## src/hw/rtl/twr_cmd_fifo.sv

```systemverilog
// Short command queue between the front and the back.
`default_nettype none
module twr_cmd_fifo #(
   parameter int WIDTH = 48,
   parameter int DEPTH = 4
) (
   input  wire logic             clock,
   input  wire logic             reset,
   input  wire logic             push,
   input  wire logic [WIDTH-1:0] wdata,
   input  wire logic             pop,
   output logic [WIDTH-1:0]      rdata,
   output logic                  full,
   output logic                  empty
);
   localparam int PW = (DEPTH > 1) ? $clog2(DEPTH) : 1;

   logic [WIDTH-1:0] store [DEPTH];
   logic [PW-1:0]    wr_ptr_ff, wr_ptr_in;
   logic [PW-1:0]    rd_ptr_ff, rd_ptr_in;
   logic [PW:0]      count_ff, count_in;
   logic             do_push;
   logic             do_pop;

   assign full    = (count_ff == (PW+1)'(DEPTH));
   assign empty   = (count_ff == '0);
   assign do_push = push && !full;
   assign do_pop  = pop && !empty;
   assign rdata   = store[rd_ptr_ff];

   // Advance the pointers with wrap
   always_comb begin
      wr_ptr_in = wr_ptr_ff;
      rd_ptr_in = rd_ptr_ff;
      count_in  = count_ff;
      if (do_push) begin
         wr_ptr_in = (wr_ptr_ff == PW'(DEPTH - 1)) ? '0 : wr_ptr_ff + 1'b1;
      end
      if (do_pop) begin
         rd_ptr_in = (rd_ptr_ff == PW'(DEPTH - 1)) ? '0 : rd_ptr_ff + 1'b1;
      end
      if (do_push && !do_pop) begin
         count_in = count_ff + 1'b1;
      end else if (do_pop && !do_push) begin
         count_in = count_ff - 1'b1;
      end
   end

   always_ff @(posedge clock) begin
      if (reset) begin
         wr_ptr_ff <= '0;
         rd_ptr_ff <= '0;
         count_ff  <= '0;
      end else begin
         wr_ptr_ff <= wr_ptr_in;
         rd_ptr_ff <= rd_ptr_in;
         count_ff  <= count_in;
      end
   end

   // Hold the entries
   always_ff @(posedge clock) begin
      if (do_push) begin
         store[wr_ptr_ff] <= wdata;
      end
   end

endmodule
`default_nettype wire

```

## config.mk

```make
export PLATFORM = sky130hd
export DESIGN_NAME = twr_cmd_fifo
export DESIGN_NICKNAME = d
export VERILOG_FILES = /design/src/hw/rtl/twr_cmd_fifo.sv
export SDC_FILE = /design/constraint.sdc
export NUM_CORES = 1
export LEC_CHECK = 0
export ABC_AREA = 0
export BUFFER_PORTS_ARGS = -buffer_cell sky130_fd_sc_hd__buf_4
export CAP_MARGIN = 20
export CORE_UTILIZATION = 64
export CTS_BUF_LIST = sky130_fd_sc_hd__clkbuf_4
export DETAILED_ROUTE_END_ITERATION = 8
export GPL_ROUTABILITY_DRIVEN = 1
export PLACE_DENSITY = 0.86
export SLEW_MARGIN = 15
export SYNTH_ARGS = -nofsm -noshare
export SYNTH_HDL_FRONTEND = slang
export SYNTH_SLANG_ARGS = --single-unit
```

## constraint.sdc

```tcl
create_clock -name clock -period 4.45 [get_ports clock]
set_input_delay 0.89 -clock clock [delete_from_list [all_inputs] [get_ports clock]]
set_output_delay 0.89 -clock clock [all_outputs]
set_load 0.01 [all_outputs]
```

==> flow_metrics.py, run 1 <==
metrics = {
    "timing": {
        "slew_violations": 0,
        "setup_tns_ns": 0,
        "skew_ns": 0.0234,
        "finalHoldViolCount": 0,
        "period_needed_ns": 3.30,
        "worst_pin_slew_ns": 1.07,
        "timing.fmax_mhz": 303,
        "fin_crit_sh_pct": 74.1,
        "rsz0062_at_grt": "no",
        "finalSetupViolations": 0,
        "slew-limit-headroom_pct": 28.7,
    },
    "critical_path": {
        "cp-endpoint": "rdata[31]",
        "rrSetupSlack_ns": 2.02,
        "crit_slowest_cell": "dfxtp_2",
        "reg2reg_depth": 9,
        "arrival_ns": 2.41,
        "timing.rr.end": "count_ff[2]",
        "worstPathRequired_ns": 3.56,
        "cpMostUsedCell": "buf_4",
        "cp_cell_sequence": "buf_4 -> mux4_2 -> buf_4",
        "critical_path_class": "reg2out",
        "critPathMaxStageDelay_ns": 0.87,
        "r2r-start": "count_ff[0]",
        "crit_fanout": 31,
        "endpoint_kind": "output port",
        "cp-start-kind": "register",
    },
    "floorplanning": {
        "core-area_sq_um": 11100,
        "initial_utilization_pct": 66.9,
        "die_w_um": 110,
        "io_pins": 102,
        "rows": 38,
        "die_y_um": 110,
        "fp.dieArea_sq_um": 12000,
    },
    "cts": {
        "htree_levels": 2,
        "clockBufferDepth": 3,
        "post_cts_buffers": 0,
        "cts_hold_buf": 0,
        "cts_tree": "yes",
        "cts-root-buf": "clkbuf_4",
        "clock_latency_ns": 0.58,
        "cts_resized": 0,
        "clkTransAtPathRegs_ns": 0.06,
        "cts_buffers": 48,
        "clock-sinks": 201,
    },
    "drt": {
        "routed_wl_um": 12600,
        "post_drt_wl_per_cell_um": 20.6,
        "ant_nets": 0,
        "first_pass_iters": 4,
        "via_per_inst": 5.87,
        "drt_iter0_drc": 181,
        "drc": 0,
        "vias": 3581,
    },
    "logic_synthesis": {
        "avgSynthCellArea_sq_um": 24.7,
        "yosysTopAreaCell": "edfxtp_1",
        "yosysSeqAreaShare_pct": 80.2,
        "ys_ff_latch": 201,
        "syn-cell-area_sq_um": 7410,
        "synth_top_area_share_pct": 77.8,
        "syn_inst": 300,
        "ys_types": 26,
        "synthTopCellsByArea": "edfxtp_1 78%, mux4_2 15%, dfxtp_1 2.4%, ha_1 1.0%, buf_6 0.61%",
        "syn-num-nets": 359,
        "yosysWarnings": 0,
    },
    "cells_and_area": {
        "stdcell_count": 610,
        "layout-drive-gt1-share_pct": 50.4,
        "area_growth_pct": 19.4,
        "layout.nets": 503,
        "fillCellCount": 566,
        "n_antenna_cell": 0,
        "final_cell_area_sq_um": 8850,
    },
    "global_routing": {
        "gr-total-overflow": 0,
        "grt_pass1_wl_um": 19400,
        "grt_start_max_net_pins": 49,
        "antenna_found_initial": 0,
        "grt_pass1_vias": 3899,
        "gr-usage-all-layers_pct": 22.6,
    },
    "place": {
        "dp.cells": 534,
        "place_area_sq_um": 8300,
        "io_buffers": 101,
        "hpwl_um": 7570,
        "gp_congestion": 0.690,
    },
    "power_and_ir_drop": {
        "ir_drop_mv": 0.363,
        "powerDensity_nw_per_um2": 542,
        "p_leak_nw": 3.09,
    },
    "flow_run": {
        "drv_cap": 0,
    },
    "worst_hold_path": {
        "hold_path_class": "reg2reg",
        "min_path_cells": 2,
    },
    "outcome": {
        "status": "finished, final reports clean",
    },
}
==> cells by family (layout without fill, tap and decap cells) <==
family | after synthesis | in the layout | share of synthesized area [%]
flops | 201 | 201 | 80.2
xor+xnor | 2 | 2 | 0.236
mux | 50 | 50 | 14.9
simple gates | 16 | 16 | 1.27
compound gates | 7 | 7 | 0.675
buf+inv | 17 | 187 | 1.49
fa+ha+maj | 7 | 7 | 1.28
==> flip-flops by register name (all words and copies together), names as in the netlist, named ones only <==
register   cells
count_ff       3
rd_ptr_ff      2
wr_ptr_ff      2
store        192
==> layer usage <==
layer  vias up  share of wire [%]  global-route usage (%)
li1       1587                  -                       -
met4         0                1.3                    8.57
met3        15                8.5                    6.94
met2       174                 53                    37.7
met1      1805                 38                    28.0
met5         -                  0                       0
==> cell usage after synthesis <==
library cell	n
buf_2	3
clkinv_4	1
and3_2	4
buf_6	4
nor2_1	3
dfxtp_1	9
buf_4	2
nor3_1	2
fa_1	1
mux4_2	48
nand2_1	1
or3_2	1
xor2_1	2
or3b_1	1
nor2_2	1
o21ai_1	1
clkbuf_1	3
o31ai_2	2
a21oi_1	3
mux2i_1	2
or3_1	1
o21ai_0	1
edfxtp_1	192
inv_1	4
ha_1	6
nand3_1	2
==> how the worst min path moves through the flow <==
stage,start,end,slack (ns)
after floorplan,rd_ptr_ff[0],register,0.46
after global placement,rd_ptr_ff[0],register,0.46
after detailed placement,rd_ptr_ff[0],register,0.48
after CTS,wdata[36],store[0][36],0.47
after global routing,wdata[36],store[1][36],0.45
final,rd_ptr_ff[0],register,0.49
==> stage by stage <==
stage               total power, W  util [%]  hold slack [ns]  setup slack, ns
global route               0.00504      79.9            0.449            0.952
CTS                        0.00485      79.9            0.475             1.05
finish                     0.00480      79.9            0.489             1.15
detailed placement         0.00352      74.9            0.479             1.67
floorplan                  0.00306         -            0.463             2.04
global placement           0.00349      74.9            0.459             1.67
==> worst max-delay path: cells and delay by family, from the launching register on <==
family                 cells  cell delay, ns
buffers and inverters      2            0.58
flip-flops                 1            0.87
multiplexers               1            0.38
==> final cells by class <==
cell class	count	area [sq um]	share of cell area, %
clock inverter	6	22.5	0.254
sequential	201	5950	67.2
timing repair buffer	106	796	8.99
multi-input combinational	82	1360	15.3
tap	140	175	1.98
clock buffer	70	526	5.94
inverter	5	23.8	0.269
==> report_power, final <==
group	switching [W]	internal, W
clock	0.000623	0.000709
combinational	0.000432	0.000578
sequential	0.000161	0.00229
==> placed cells by master, fill, tap and decap left out, types with 2 or more instances in the layout <==
master    Yosys  final
buf_4         2    106
clkinv_1      0      4
nor3_1        2      2
clkbuf_4      0     70
mux2i_1       2      2
inv_2         0      2
mux4_2       48     48
dfxtp_1       9      7
a21oi_1       3      3
ha_1          6      6
inv_1         4      4
and3_2        4      4
xor2_1        2      2
nand3_1       2      2
o31ai_2       2      2
nor2_1        3      3
edfxtp_1    192    192
Note: power is estimated with default switching activity, not from simulation.
==> run 2, diff against run 1 <==
--- a/config.mk
+++ b/config.mk
@@ -8,11 +8,11 @@
 export ABC_AREA = 0
 export BUFFER_PORTS_ARGS = -buffer_cell sky130_fd_sc_hd__buf_4
 export CAP_MARGIN = 20
-export CORE_UTILIZATION = 64
+export CORE_UTILIZATION = 53
 export CTS_BUF_LIST = sky130_fd_sc_hd__clkbuf_4
 export DETAILED_ROUTE_END_ITERATION = 8
 export GPL_ROUTABILITY_DRIVEN = 1
-export PLACE_DENSITY = 0.86
+export PLACE_DENSITY = 0.75
 export SLEW_MARGIN = 15
 export SYNTH_ARGS = -nofsm -noshare
 export SYNTH_HDL_FRONTEND = slang
==> constraint.sdc (replaced) <==
create_clock -name clock -period 2.9 [get_ports clock]
set_input_delay 0.58 -clock clock [delete_from_list [all_inputs] [get_ports clock]]
set_output_delay 0.58 -clock clock [all_outputs]
set_load 0.01 [all_outputs]
==> run 2 against run 1 <==
- die area rose by 20%
- power increased by 58%
- combinational power up 75%
- critical path depth did not move
- clock-buffer cell count is 2 lower
- worst setup slack lost 0.88 ns
- sequential power is 49% higher
- flip-flop and latch count stayed put
- routed wire length up 1.3%
- final cell count increased by 7.5%
- global-route usage decreased by 4.0 points
- largest power group unchanged
==> flow_metrics.py, run 2 (synthesis gave the netlist of run 1 again) <==
metrics = {
    "power_and_ir_drop": {
        "ir_drop_mv": 0.484,
        "p_leak_nw": 3.15,
        "powerDensity_nw_per_um2": 837,
    },
    "critical_path": {
        "critPathMaxStageDelay_ns": 0.53,
        "critical_path_class": "reg2out",
        "worstPathRequired_ns": 2.32,
        "cp_cell_sequence": "buf_12 -> mux4_2 -> buf_4",
        "arrival_ns": 2.05,
        "endpoint_kind": "output port",
        "reg2reg_depth": 9,
        "crit_fanout": 16,
        "cp-start-kind": "register",
        "crit_slowest_cell": "mux4_2",
    },
    "cts": {
        "cts_tree": "yes",
        "clockBufferDepth": 3,
        "cts_buffers": 48,
        "clock-sinks": 201,
        "htree_levels": 2,
        "cts_resized": 0,
        "clock_latency_ns": 0.63,
        "post_cts_buffers": 0,
        "clkTransAtPathRegs_ns": 0.06,
        "cts_hold_buf": 0,
        "cts-root-buf": "clkbuf_4",
    },
    "global_routing": {
        "antenna_found_initial": 0,
        "gr-usage-all-layers_pct": 18.6,
        "grt_pass1_wl_um": 19600,
        "grt_pass1_vias": 3918,
        "gr-total-overflow": 0,
        "grt_start_max_net_pins": 43,
    },
    "drt": {
        "dr_wl_met3_um": 1010,
        "routed_wl_um": 12700,
        "highest_layer": "met4",
        "wl_met2_um": 6380,
        "post_drt_wl_per_cell_um": 19.4,
        "vias": 3553,
        "ant_nets": 0,
        "via_per_inst": 5.42,
        "drc": 0,
        "first_pass_iters": 4,
        "drt_iter0_drc": 166,
        "wl_met1_um": 5040,
    },
    "timing": {
        "holdWs_ns": 0.145,
        "slew_violations": 0,
        "fin_crit_sh_pct": 90.7,
        "fin_ws_ns": 0.271,
        "setup_tns_ns": 0,
        "timing.fmax_mhz": 380,
        "period_needed_ns": 2.63,
        "skew_ns": 0.0263,
        "finalHoldViolCount": 0,
        "slew-limit-headroom_pct": 56.6,
        "rsz0062_at_grt": "no",
        "finalSetupViolations": 0,
        "worst_pin_slew_ns": 0.651,
    },
    "worst_hold_path": {
        "hold_path_class": "in2reg",
        "min_path_cells": 1,
    },
    "place": {
        "gp_congestion": 0.734,
        "io_buffers": 101,
        "place_ws_ns": 0.478,
        "hpwl_um": 7520,
    },
    "cells_and_area": {
        "multi_input_area_sq_um": 1360,
        "largest_reg_flops": 192,
        "layout.nets": 506,
        "fillCellCount": 932,
        "final_common_cell": "edfxtp_1",
        "area_growth_pct": 22.4,
        "layout-drive-gt1-share_pct": 50.0,
        "n_antenna_cell": 0,
        "reg_top3": "store x192, count_ff x3",
        "regArea_sq_um": 5950,
        "layout_common_cells": "192 x edfxtp_1, 101 x buf_4, 68 x clkbuf_4",
        "regMostFlops": "store",
    },
    "floorplanning": {
        "initial_utilization_pct": 55.1,
        "core-area_sq_um": 13500,
        "die_w_um": 120,
        "io_pins": 102,
        "fp.dieArea_sq_um": 14500,
        "rows": 42,
        "die_y_um": 120,
    },
    "outcome": {
        "status": "finished, final reports clean",
    },
    "flow_run": {
        "drv_cap": 0,
    },
}
-- run 2: changes by cell type in the layout (fill, tap and decap cells not counted), sizes merged --
cell | before | now
clkinvlp | 0 | 1
inv | 6 | 5
buf | 106 | 108
clkbuf | 70 | 69
clkinv | 5 | 13
bufinv | 0 | 1
-- run 2: final cells by class --
| class | instances | share of cell area (%) |
|---|---|---|
| Clock buffer | 68 | 5.63 |
| Clock inverter | 15 | 0.965 |
| Inverter | 5 | 0.262 |
| Multi-Input combinational cell | 82 | 15.0 |
| Sequential cell | 201 | 65.6 |
| Tap cell | 176 | 2.43 |
| Timing Repair Buffer | 109 | 10.2 |
-- run 2: stage by stage --
stage / total power (W) / util [%] / instances / cell area, sq um
after detailed placement: 0.00549 / 62.8 / 572 / 8450
after floorplan: 0.00470 / - / 300 / 7410
final: 0.00760 / 67.4 / 656 / 9070
after CTS: 0.00769 / 67.3 / 655 / 9050
after global routing: 0.00796 / 67.4 / 656 / 9070
after global placement: 0.00544 / 62.8 / 572 / 8450
-- run 2: routing by layer --
layer	GRT usage (%)	vias to the layer above
met1	22.6	1802
met5	0	-
met2	30.1	131
met4	8.80	0
li1	-	1598
met3	6.18	22
-- run 2: path summary, 6_finish.rpt --
kind                                    from            to  slack (ns)
worst min-delay path               wdata[12]  store[1][12]        0.14
worst min register to register  rd_ptr_ff[0]      register        0.49
worst max register to register   count_ff[0]   count_ff[2]        0.44
worst max-delay path                register     rdata[18]        0.27
-- run 2: worst max-delay path, delay by kind of cell, from the launching register on --
family   cells  cell delay [ns]
buf+inv      2             0.38
flops        1             0.51
mux          1             0.53
-- run 2: report_power, final --
group / total [W] / leakage [nW] / internal, W / switching, W
logic: 0.00177 / 0.959 / 0.000971 / 0.000802
clock network: 0.00218 / 0.353 / 0.00117 / 0.00101
registers: 0.00365 / 1.83 / 0.00351 / 0.000132
total: 0.00760 / 3.15 / 0.00565 / 0.00195
