File: src/hw/rtl/twr_pkg.sv
// Shared types and constants of the text terminal writer.
`default_nettype none
package twr_pkg;

   // Fixed widths of the cursor and cell fields
   localparam int ROW_W  = 5;
   localparam int COL_W  = 7;
   localparam int LIN_W  = 11;
   localparam int CELL_W = 16;

   // Item function codes
   localparam logic [1:0] FUNC_PUT   = 2'd0;
   localparam logic [1:0] FUNC_PLACE = 2'd1;
   localparam logic [1:0] FUNC_READ  = 2'd2;

   // Character codes and reset attribute
   localparam logic [7:0] CH_NEWLINE = 8'h0A;
   localparam logic [7:0] CH_RETURN  = 8'h0D;
   localparam logic [7:0] CH_SPACE   = 8'h20;
   localparam logic [7:0] RESET_ATTR = 8'h07;

   // Configuration register index (word address bit)
   localparam logic REG_TEXT_ATTR = 1'b0;

   // Screen memory operation carried by a command
   typedef enum logic [1:0] {
      OP_NOP   = 2'd0,
      OP_WRITE = 2'd1,
      OP_READ  = 2'd2
   } op_type;

   // One classified command from the front to the back
   typedef struct packed {
      op_type              op;
      logic [CELL_W-1:0]   cell_word;
      logic                scroll;
      logic [ROW_W-1:0]    row;
      logic [COL_W-1:0]    col;
      logic [LIN_W-1:0]    linear;
   } cmd_type;

endpackage
`default_nettype wire

File: src/hw/rtl/twr_front.sv
// Front part: tracks the cursor and scroll offset, turns each item into a command.
`default_nettype none
module twr_front #(
   parameter int COLUMNS = 80,
   parameter int ROWS    = 25,
   parameter int AW      = 11
) (
   input  wire logic                      clock,
   input  wire logic                      reset,
   input  wire logic                      accept,
   input  wire logic [1:0]                func,
   input  wire logic [7:0]                char_code,
   input  wire logic [7:0]                cell_attribute,
   input  wire logic [twr_pkg::ROW_W-1:0] cell_row,
   input  wire logic [twr_pkg::COL_W-1:0] cell_col,
   input  wire logic [7:0]                text_attr,
   output twr_pkg::cmd_type               cmd,
   output logic [AW-1:0]                  addr
);
   import twr_pkg::*;

   localparam logic [ROW_W:0]   ROWS_C   = (ROW_W+1)'(ROWS);
   localparam logic [COL_W:0]   COLS_C   = (COL_W+1)'(COLUMNS);
   localparam logic [ROW_W-1:0] LAST_ROW = ROW_W'(ROWS - 1);
   localparam logic [COL_W-1:0] LAST_COL = COL_W'(COLUMNS - 1);

   logic [ROW_W-1:0] row_ff, row_in;
   logic [COL_W-1:0] col_ff, col_in;
   logic [ROW_W-1:0] top_ff, top_in;
   logic             adv_row;
   logic             scroll;
   logic             in_range;
   op_type           op;
   logic [CELL_W-1:0] cell_word;
   logic [ROW_W-1:0] wr_row;
   logic [COL_W-1:0] wr_col;
   logic [ROW_W:0]   row_sum;
   logic [ROW_W-1:0] phys_row;
   logic [11:0]      addr_full;
   logic [11:0]      lin_full;

   assign in_range = ({1'b0, cell_row} < ROWS_C) && ({1'b0, cell_col} < COLS_C);

   // Classify the item and work out the new cursor
   always_comb begin
      row_in    = row_ff;
      col_in    = col_ff;
      top_in    = top_ff;
      adv_row   = 1'b0;
      scroll    = 1'b0;
      op        = OP_NOP;
      cell_word = '0;
      wr_row    = row_ff;
      wr_col    = col_ff;
      case (func)
         FUNC_PUT: begin
            if (char_code == CH_NEWLINE) begin
               col_in  = '0;
               adv_row = 1'b1;
            end else if (char_code == CH_RETURN) begin
               col_in = '0;
            end else begin
               op        = OP_WRITE;
               cell_word = {text_attr, char_code};
               if (col_ff == LAST_COL) begin
                  col_in  = '0;
                  adv_row = 1'b1;
               end else begin
                  col_in = col_ff + 1'b1;
               end
            end
            if (adv_row) begin
               if (row_ff == LAST_ROW) begin
                  scroll = 1'b1;
                  top_in = (top_ff == LAST_ROW) ? '0 : top_ff + 1'b1;
               end else begin
                  row_in = row_ff + 1'b1;
               end
            end
         end
         FUNC_PLACE: begin
            wr_row = cell_row;
            wr_col = cell_col;
            if (in_range) begin
               op        = OP_WRITE;
               cell_word = {cell_attribute, char_code};
            end
         end
         FUNC_READ: begin
            wr_row = cell_row;
            wr_col = cell_col;
            if (in_range) begin
               op = OP_READ;
            end
         end
         default: begin
            op = OP_NOP;
         end
      endcase
   end

   // Map the logical row onto the rotating screen memory
   assign row_sum   = {1'b0, wr_row} + {1'b0, top_ff};
   assign phys_row  = (row_sum >= ROWS_C) ? ROW_W'(row_sum - ROWS_C) : row_sum[ROW_W-1:0];
   assign addr_full = 12'(phys_row) * 12'(COLUMNS) + 12'(wr_col);
   assign addr      = addr_full[AW-1:0];

   // Linear cursor position after the item
   assign lin_full = 12'(row_in) * 12'(COLUMNS) + 12'(col_in);

   always_comb begin
      cmd.op        = op;
      cmd.cell_word = cell_word;
      cmd.scroll    = scroll;
      cmd.row       = row_in;
      cmd.col       = col_in;
      cmd.linear    = lin_full[LIN_W-1:0];
   end

   // Advance the cursor on each accepted beat
   always_ff @(posedge clock) begin
      if (reset) begin
         row_ff <= '0;
         col_ff <= '0;
         top_ff <= '0;
      end else if (accept) begin
         row_ff <= row_in;
         col_ff <= col_in;
         top_ff <= top_in;
      end
   end

endmodule
`default_nettype wire

File: config.mk
export PLATFORM = sky130hd
export DESIGN_NAME = twr_front
export DESIGN_NICKNAME = d
export VERILOG_FILES = /design/src/hw/rtl/twr_pkg.sv /design/src/hw/rtl/twr_front.sv
export SDC_FILE = /design/constraint.sdc
export NUM_CORES = 1
export LEC_CHECK = 0
export BUFFER_PORTS_ARGS = -buffer_cell sky130_fd_sc_hd__buf_4
export CAP_MARGIN = 30
export CORE_AREA = 8 8 85 87
export CTS_BUF_LIST = sky130_fd_sc_hd__clkbuf_4 sky130_fd_sc_hd__clkbuf_8 sky130_fd_sc_hd__clkbuf_16
export CTS_CLUSTER_DIAMETER = 100
export CTS_CLUSTER_SIZE = 20
export DETAILED_ROUTE_END_ITERATION = 16
export DIE_AREA = 0 0 93 95
export PLACE_DENSITY = 0.74
export SYNTH_ARGS = -nofsm -noshare
export SYNTH_HDL_FRONTEND = slang
export SYNTH_SLANG_ARGS = --single-unit
File: constraint.sdc
create_clock -name clock -period 9.3 [get_ports clock]
set_input_delay 1.86 -clock clock [delete_from_list [all_inputs] [get_ports clock]]
set_output_delay 1.86 -clock clock [all_outputs]
set_load 0.05 [all_outputs]
==> results.json, run 1 <==
{
  "grt_pass1_vias": 2597,
  "fin_skew_ns": 0.00444,
  "synthXorXnorAreaFrac_pct": 9.41,
  "initial_core_util_pct": 44.6,
  "clk_pin_slew_ns": 0.07,
  "grt_max_degree": 18,
  "status": "complete, no violations",
  "globalRouteTotalUtil_pct": 16.2,
  "synthCells": 326,
  "cts-root-buf": "clkbuf_8",
  "vias": 2613,
  "ys_ff_latch": 17,
  "num_rows": 28,
  "relSlewSlack_pct": 48.7,
  "cts_buffers": 3,
  "cts_setup_buffers": 0,
  "drv_slew": 0,
  "critPathMaxFanout": 14,
  "synth_top_family_by_area": "simple AND/OR/NAND/NOR gates",
  "crit_buf_inv": 3,
  "setup_tns_ns": 0,
  "clock_sinks": 17,
  "pwr-share-clk_pct": 18.5,
  "worst_slew_pin_slew_ns": 0.768,
  "period_share_pct": 94.1,
  "arrival_ns": 6.89,
  "hp-class": "flop to flop",
  "globalplace.congestion": 0.901,
  "clk_latency_ns": 0.25,
  "slowest_stage": "ha_1",
  "fp.dieH_um": 95,
  "synth_compound_area_share_pct": 18.0,
  "h-tree-depth": 1,
  "nNetsFinal": 491,
  "async_reset_ff_share_pct": 0,
  "synthMuxAreaShare_pct": 7.63,
  "start_kind": "primary input",
  "finalInstanceArea_um2": 3360,
  "worstPathCellList": "buf_4 > inv_1 > ha_1 > o21ai_0 > ha_1 > fa_1 > xnor2_1 > nand2_1 > nor2_1 > nor3_1 > nor2_1 > mux2_2 > ha_1 > ha_1 > fa_1 > nand2_1 > nor2b_1 > o21ai_0 > a222oi_1 > xnor2_1 > buf_4",
  "yosysWarnings": 0,
  "ys.flop_type": "dfxtp_1",
  "drt-total-wl_um": 7130,
  "critPathRequiredTime_ns": 7.44,
  "drt_pass1_iterations": 4,
  "critPathKind": "primary input to output pin",
  "io_buffers": 93,
  "ant_nets": 0,
  "switching_power_uw": 133,
  "grt_antenna_before_repair": 0,
  "ir_drop_mv": 0.153,
  "finalHoldViolations": 0,
  "syn-cell-area_um2": 2590,
  "cts_resized": 0,
  "wl_per_cell_um": 14.7,
  "setup_viol": 0,
  "syn_to_final_growth_pct": 29.5,
  "core_um2": 5820,
  "seqPwrFrac_pct": 24.8,
  "powerDensity_nw_per_um2": 88.1,
  "dpl_cell_area_um2": 3310,
  "ys_seq_area_share_pct": 13.1,
  "io_pins": 94,
  "place_hpwl_um": 6110,
  "cpMostUsedCell": "ha_1",
  "max-cap-violations": 0,
  "die-width_um": 93,
  "synth-simple-area-share_pct": 25.7,
  "drive_above_1_share_pct": 29.1,
  "power_frac_comb_pct": 56.7,
  "syn_area_per_cell_um2": 7.95,
  "grt_pass1_wl_um": 12100,
  "clockBufferDepth": 2,
  "num_antenna_cells": 0,
  "max_freq_mhz": 114,
  "cp_top_family": "adder cells",
  "drc_errors": 0,
  "endpoint_kind": "output pin",
  "die-area_um2": 8840,
  "drtIter0Drc": 131,
  "holdBufCountCts": 0,
  "p_leak_uw": 0.00167,
  "yosys.area_share.adder_pct": 20.8,
  "cp_slowest_stage_delay_ns": 0.59,
  "via_per_inst": 5.40,
  "internal-power_uw": 163,
  "min_period_ns": 8.75,
  "synth_fp_nets": 407,
  "netSwitchingFraction_pct": 44.8,
  "yosysUniqueCellTypes": 56,
  "rsz0062_at_grt": "false",
  "overflow": 0,
  "cts_tree": "built",
  "synth_edf_count": 0
}
==> Yosys cell counts (all sizes together), types with 5 or more instances <==
| cell | n | share of area [%] |
|---|---|---|
| buf | 7 | 1.8 |
| inv | 18 | 2.6 |
| nor2b | 16 | 3.9 |
| a22o | 9 | 3.0 |
| nand4 | 6 | 1.7 |
| nor2 | 30 | 4.3 |
| nand3 | 11 | 2.1 |
| fa | 5 | 3.9 |
| xor2 | 11 | 3.7 |
| dfxtp | 17 | 13 |
| nand2 | 27 | 3.9 |
| xnor2 | 16 | 5.7 |
| mux2 | 14 | 6.1 |
| a21o | 5 | 1.4 |
| and3 | 8 | 2.1 |
| a21oi | 17 | 3.3 |
| ha | 35 | 17 |
| o21ai | 18 | 3.5 |
| clkbuf | 7 | 1.0 |
==> cell usage in the layout (no fill, tap or decap), drive strengths merged, types with 2 or more instances in the layout <==
cell type	synthesis	routed
a21o	5	5
a21oi	17	17
a22o	9	9
a31oi	2	2
and2	4	4
and3	8	8
and4b	2	2
buf	7	93
clkbuf	7	3
dfxtp	17	17
fa	5	5
ha	35	35
inv	18	18
mux2	14	14
mux2i	4	4
nand2	27	27
nand2b	2	2
nand3	11	11
nand3b	3	3
nand4	6	6
nor2	30	30
nor2b	16	16
nor3	3	3
nor4b	2	2
o2111ai	2	2
o211ai	3	3
o21a	2	2
o21ai	18	18
or3	3	3
or3b	2	2
xnor2	16	16
xor2	11	11
==> logic make-up (layout without fill, tap and decap cells) <==
family | Yosys count | after routing
and+or+nand+nor | 124 | 124
AOI/OAI and AO/OA | 68 | 68
DFF | 17 | 17
xor gates and xnor gates | 27 | 27
buffers and inverters | 32 | 115
adders and majority gates | 40 | 40
muxes | 18 | 18
==> stage by stage <==
stage / hold slack [ns] / std cells / setup WS (ns) / util (%) / power (uW)
after floorplan: 0.469 / 326 / 0.672 / - / 193
after global placement: 0.498 / 480 / 0.730 / 56.9 / 241
after detailed placement: 0.509 / 480 / 0.557 / 56.9 / 244
after CTS: 0.519 / 484 / 0.550 / 57.7 / 299
after global routing: 0.544 / 484 / 0.136 / 57.7 / 313
final: 0.513 / 484 / 0.547 / 57.7 / 296
==> worst register-to-register path, stage by stage (launching register included) <==
cell and delay [ns]:
dfxtp_1 0.43, ha_1 0.23, and3_1 0.28, nand3_1 0.18, o211ai_4 0.34, nand4_2 0.16, or3_1 0.37, a21oi_1 0.15
==> area by class of cell <==
cell class                 count  area (um^2)
clock inverter                 1         5.00
inverter                      18         67.6
fill                         572         2460
clock buffer                   3         41.3
multi-input combinational    277         2110
tap                           75         93.8
timing repair buffer          93          698
sequential                    17          340
==> state kept, by name (all words and copies together) (netlist names) <==
signal,cells
row_ff,5
col_ff,7
top_ff,5
==> power by group through the flow <==
| stage | sequential [uW] | combinational (uW) | clock [uW] |
|---|---|---|---|
| finish | 73.5 | 168 | 54.8 |
| global route | 73.5 | 179 | 59.6 |
| global placement | 75.2 | 166 | 0 |
| floorplan | 75.0 | 118 | 0 |
| detailed placement | 75.1 | 169 | 0 |
| CTS | 73.5 | 169 | 56.6 |
==> routing by layer <==
| layer | share of wire [%] | track usage, % | vias up |
|---|---|---|---|
| met5 | 0 | 0 | - |
| met4 | 1.3 | 3.89 | 0 |
| met3 | 5.0 | 2.78 | 8 |
| met2 | 50 | 29.2 | 61 |
| met1 | 44 | 19.5 | 1204 |
| li1 | - | - | 1340 |
==> final timing paths <==
path	startpoint	end	slack (ns)	depth (start not counted)
min reg2reg	col_ff[1]	col_ff[1]	0.51	2
max	func[0]	addr[10]	0.55	21
min	col_ff[1]	col_ff[1]	0.51	2
max reg2reg	col_ff[0]	top_ff[4]	7.09	7
No activity file was read; power rests on OpenSTA's default activity.
==> run 2: changes to the inputs <==
CORE_AREA = 8 8 82 84   (was 8 8 85 87)
DIE_AREA = 0 0 90 92   (was 0 0 93 95)
PLACE_DENSITY = 0.79   (was 0.74)
==> run 2 against run 1 <==
Compared with the run above:
- setup slack worse by 0.020 ns
- final area is 0.11% lower
- via count decreased by 1.1%
- clock skew down 0.0028 ns
- first-iteration DRC count is 16% higher
- routed wire length grew 2.2%
- die area is 6.3% lower
- critical path depth unchanged
- hold slack gained 0.017 ns
- sequential power about the same
- final cell count fell by 0.62%
- clock-buffer cell count did not move
- critical path type unchanged
- highest routed layer unchanged
==> results.json, run 2 (synthesis gave the netlist of run 1 again) <==
{
  "status": "complete, no violations",
  "fin_skew_ns": 0.00166,
  "fin_cells": 481,
  "dpl_worst_slack_ns": 0.536,
  "globalRouteTotalUtil_pct": 17.4,
  "cts_buffers": 3,
  "worst_slew_pin_slew_ns": 0.714,
  "relSlewSlack_pct": 52.3,
  "max_freq_mhz": 114,
  "powerDensity_nw_per_um2": 88.6,
  "core_um2": 5410,
  "arrival_ns": 6.91,
  "holdBufCountCts": 0,
  "via_per_inst": 5.37,
  "finalHoldViolations": 0,
  "critPathMaxFanout": 14,
  "cts-root-buf": "clkbuf_8",
  "setup_viol": 0,
  "netSwitchingFraction_pct": 45.0,
  "num_antenna_cells": 0,
  "largest_reg_flops": 7,
  "ir_drop_mv": 0.127,
  "start_kind": "primary input",
  "pwr-share-clk_pct": 18.8,
  "endpoint_kind": "output pin",
  "regMostFlops": "col_ff",
  "drc_errors": 0,
  "min_period_ns": 8.77,
  "clk_latency_ns": 0.25,
  "p_leak_uw": 0.00167,
  "fp.dieH_um": 92,
  "drtIter0Drc": 152,
  "initial_core_util_pct": 48.0,
  "overflow": 0,
  "vias": 2584,
  "r2r_slack_ns": 7.04,
  "critPathKind": "primary input to output pin",
  "met1_length_um": 3100,
  "syn_to_final_growth_pct": 29.4,
  "globalplace.congestion": 0.905,
  "cts_resized": 0,
  "hp-class": "flop to flop",
  "period_share_pct": 94.3,
  "drt-total-wl_um": 7290,
  "place_hpwl_um": 6140,
  "layout_commonest_cell": "buf_4",
  "critPathRequiredTime_ns": 7.44,
  "io_pins": 94,
  "nNetsFinal": 491,
  "r2r-start": "col_ff[0]",
  "power_frac_comb_pct": 56.5,
  "setup_tns_ns": 0,
  "h-tree-depth": 1,
  "clk_pin_slew_ns": 0.07,
  "grt_pass1_wl_um": 12500,
  "dr_wl_met3_um": 266,
  "fin_ws_ns": 0.527,
  "num_rows": 27,
  "drv_slew": 0,
  "highest_layer": "met4",
  "hold_path_startpoint": "col_ff[2]",
  "seqPwrFrac_pct": 24.7,
  "mostFrequentLayoutCells": "buf_4 (93), ha_1 (35), nor2_1 (30)",
  "max-cap-violations": 0,
  "wl_met2_um": 3870,
  "grt_max_degree": 18,
  "cts_tree": "built",
  "die-area_um2": 8280,
  "dp.cells": 477,
  "internal-power_uw": 164,
  "critical_path.startpoint": "func[0]",
  "io_buffers": 93,
  "switching_power_uw": 134,
  "rsz0062_at_grt": "false",
  "drive_above_1_share_pct": 29.1,
  "ant_nets": 0,
  "cts_setup_buffers": 0,
  "grt_pass1_vias": 2692,
  "drt_pass1_iterations": 4,
  "reg_top3": "col_ff x7, row_ff x5, top_ff x5",
  "grt_antenna_before_repair": 0,
  "clockBufferDepth": 2,
  "clock_sinks": 17,
  "die-width_um": 90,
  "wl_per_cell_um": 15.1
}
-- run 2: power by group through the flow --
stage | clock network, uW | logic [uW] | registers [uW]
after global placement | 0 | 166 | 75.2
after global routing | 60.0 | 180 | 73.5
after CTS | 56.3 | 169 | 73.5
after detailed placement | 0 | 169 | 75.2
final | 55.8 | 168 | 73.5
after floorplan | 0 | 118 | 75.0
-- run 2: layer usage --
layer	vias to the layer above	track usage [%]
met2	41	33.3
li1	1336	-
met4	0	2.64
met3	6	2.85
met5	-	0
met1	1201	20.0
-- run 2: stage by stage --
step                      utilization, %  hold WS [ns]  cell area, um^2  power, uW
after CTS                           62.1         0.521             3350        299
after floorplan                        -         0.469             2590        193
final                               62.1         0.530             3350        297
after detailed placement            61.2         0.512             3310        244
after global placement              61.2         0.504             3310        241
after global routing                62.1         0.566             3350        313
-- run 2: critical path, cell delays in order --
cell,delay [ns]
buf_4,0.09
inv_1,0.05
ha_1,0.59
o21ai_0,0.15
ha_1,0.24
fa_1,0.41
a21o_1,0.21
a21oi_1,0.22
xnor2_1,0.21
nor3_1,0.09
nor2_1,0.17
mux2_2,0.40
ha_1,0.29
ha_1,0.24
fa_1,0.53
nand2_1,0.08
nor2b_1,0.16
o21ai_0,0.12
a222oi_1,0.39
xnor2_1,0.17
buf_4,0.22
-- run 2: worst paths after layout --
check	end	cells after the start
max	addr[10]	21
min	col_ff[2]	2
max reg2reg	top_ff[3]	7
min reg2reg	col_ff[2]	2
-- run 2: area by class of cell --
type,instances,area (um^2)
Sequential cell,17,340
Inverter,18,67.6
Timing Repair Buffer,93,698
Multi-Input combinational cell,277,2110
Tap cell,72,90.1
Clock buffer,3,41.3
Clock inverter,1,5.00
Fill cell,507,2050
==> run 3: changes to the inputs <==
clock period = 8.6 ns   (was 9.3 ns; I/O delays follow)
==> run 3 against run 2 <==
Compared with the run above:
- clock-buffer cell count unchanged
- non-clock buffer count is 2 higher
- die area is the same
- combinational power up 9%
- critical path type unchanged
==> results.json, run 3 (synthesis gave the netlist of run 1 again) <==
{
  "clockBufferDepth": 2,
  "critPathKind": "primary input to output pin",
  "drt-total-wl_um": 7170,
  "critPathRequiredTime_ns": 6.88,
  "wl_per_cell_um": 14.8,
  "drt_pass1_iterations": 4,
  "globalRouteTotalUtil_pct": 16.8,
  "grt_antenna_before_repair": 0,
  "min_delay_path_depth": 2,
  "die-width_um": 90,
  "setup_viol": 0,
  "via_per_inst": 5.39,
  "seqPwrFrac_pct": 24.6,
  "fin_util_pct": 62.6,
  "drive_above_1_share_pct": 30.2,
  "grt_max_degree": 18,
  "initial_core_util_pct": 48.0,
  "clk_pin_slew_ns": 0.07,
  "ant_nets": 0,
  "multiInputGateArea_um2": 2120,
  "regMostFlops": "col_ff",
  "powerDensity_nw_per_um2": 95.6,
  "setup_tns_ns": 0,
  "io_pins": 94,
  "netSwitchingFraction_pct": 44.9,
  "worst_slew_pin_slew_ns": 0.710,
  "start_kind": "primary input",
  "die-area_um2": 8280,
  "endpoint_kind": "output pin",
  "rsz0062_at_grt": "false",
  "hp-class": "flop to flop",
  "period_share_pct": 95.9,
  "drv_slew": 0,
  "ir_drop_mv": 0.177,
  "worst_r2r_path_depth": 7,
  "syn_to_final_growth_pct": 30.5,
  "drtIter0Drc": 133,
  "critPathMaxFanout": 9,
  "dpl_worst_slack_ns": 0.308,
  "grt_pass1_vias": 2637,
  "overflow": 0,
  "num-fill-cells": 476,
  "p_leak_uw": 0.00168,
  "relSlewSlack_pct": 52.6,
  "power_frac_comb_pct": 56.6,
  "reg_top3": "col_ff x7, row_ff x5, top_ff x5",
  "vias": 2602,
  "cts_tree": "built",
  "arrival_ns": 6.53,
  "status": "complete, no violations",
  "max_freq_mhz": 121,
  "grt_pass1_wl_um": 12000,
  "num_antenna_cells": 0,
  "globalplace.congestion": 0.900,
  "switching_power_uw": 145,
  "io_buffers": 93,
  "clk_latency_ns": 0.25,
  "min_period_ns": 8.25,
  "place_hpwl_um": 5970,
  "pwr-share-clk_pct": 18.8,
  "largest_reg_flops": 7,
  "fin_ws_ns": 0.351,
  "holdBufCountCts": 0,
  "max-cap-violations": 0,
  "core_um2": 5410,
  "h-tree-depth": 1,
  "cts_buffers": 3,
  "nNetsFinal": 493,
  "finalPower_uw": 323,
  "fp.dieH_um": 92,
  "cts-root-buf": "clkbuf_8",
  "num_rows": 27,
  "worst_hold_slack_ns": 0.539,
  "finalHoldViolations": 0,
  "layout_commonest_cell": "buf_4",
  "drc_errors": 0,
  "clock_sinks": 17,
  "fin_skew_ns": 0.000977,
  "mostFrequentLayoutCells": "buf_4 (95), ha_1 (33), nor2_1 (30)",
  "regArea_um2": 340,
  "internal-power_uw": 178
}
## run 3: cell types whose count changed in the layout (fill, tap and decap cells not counted)
| cell | previous run | this run |
|---|---|---|
| buf_4 | 93 | 95 |
| ha_1 | 35 | 33 |
| ha_2 | 0 | 2 |
| xnor2_1 | 15 | 14 |
| xnor2_2 | 1 | 2 |
## run 3: final cells by class
| cell class | count | share of cell area, % |
|---|---|---|
| Clock buffer | 3 | 1.22 |
| Clock inverter | 1 | 0.148 |
| Tap cell | 72 | 2.66 |
| Timing Repair Buffer | 95 | 21.1 |
| Sequential cell | 17 | 10.1 |
| Inverter | 18 | 2.00 |
| Multi-Input combinational cell | 277 | 62.8 |
## run 3: through the flow
step                      area [um^2]  cells
final                            3380    483
after global routing             3380    483
after detailed placement         3320    478
after global placement           3320    478
after floorplan                  2590    326
after CTS                        3360    482
## run 3: per-layer routing
metal / GRT usage, % / wire length (um) / part of all wire (%) / up-vias
li1: - / - / - / 1334
met1: 19.4 / 3140 / 44 / 1216
met2: 31.5 / 3740 / 52 / 44
met3: 2.44 / 193 / 2.7 / 8
met4: 4.44 / 95 / 1.3 / 0
met5: 0 / 0 / 0 / -
## run 3: worst max-delay path, stage by stage
cell	delay, ns
buf_4	0.12
inv_1	0.07
ha_2	0.33
nand2_1	0.09
o21ai_0	0.08
ha_1	0.21
fa_1	0.43
a21o_1	0.22
a21oi_1	0.22
xnor2_1	0.22
nor3_1	0.10
nor2_1	0.16
mux2_2	0.40
ha_1	0.29
ha_1	0.23
fa_1	0.54
nand2_1	0.08
nor2b_1	0.17
o21ai_0	0.11
a222oi_1	0.36
xnor2_1	0.16
buf_4	0.22
## run 3: worst paths after layout
check / slack, ns / start / end
setup / recovery: 0.35 / func[0] / addr[10]
hold / removal: 0.54 / col_ff[2] / col_ff[2]
setup reg to reg: 6.32 / col_ff[0] / top_ff[4]
hold reg to reg: 0.54 / col_ff[2] / col_ff[2]
## run 3: timing repair
action                     4_1_cts  5_1_grt
buffers inserted                 0        1
setup endpoints to repair        0        1
resized for setup                0        3
## run 3: power groups by stage
stage	registers (uW)	clock network, uW	logic [uW]
floorplan	81.1	0	127
global placement	81.3	0	180
detailed placement	81.3	0	182
CTS	79.5	61.2	183
global route	79.5	64.5	195
finish	79.5	60.9	183
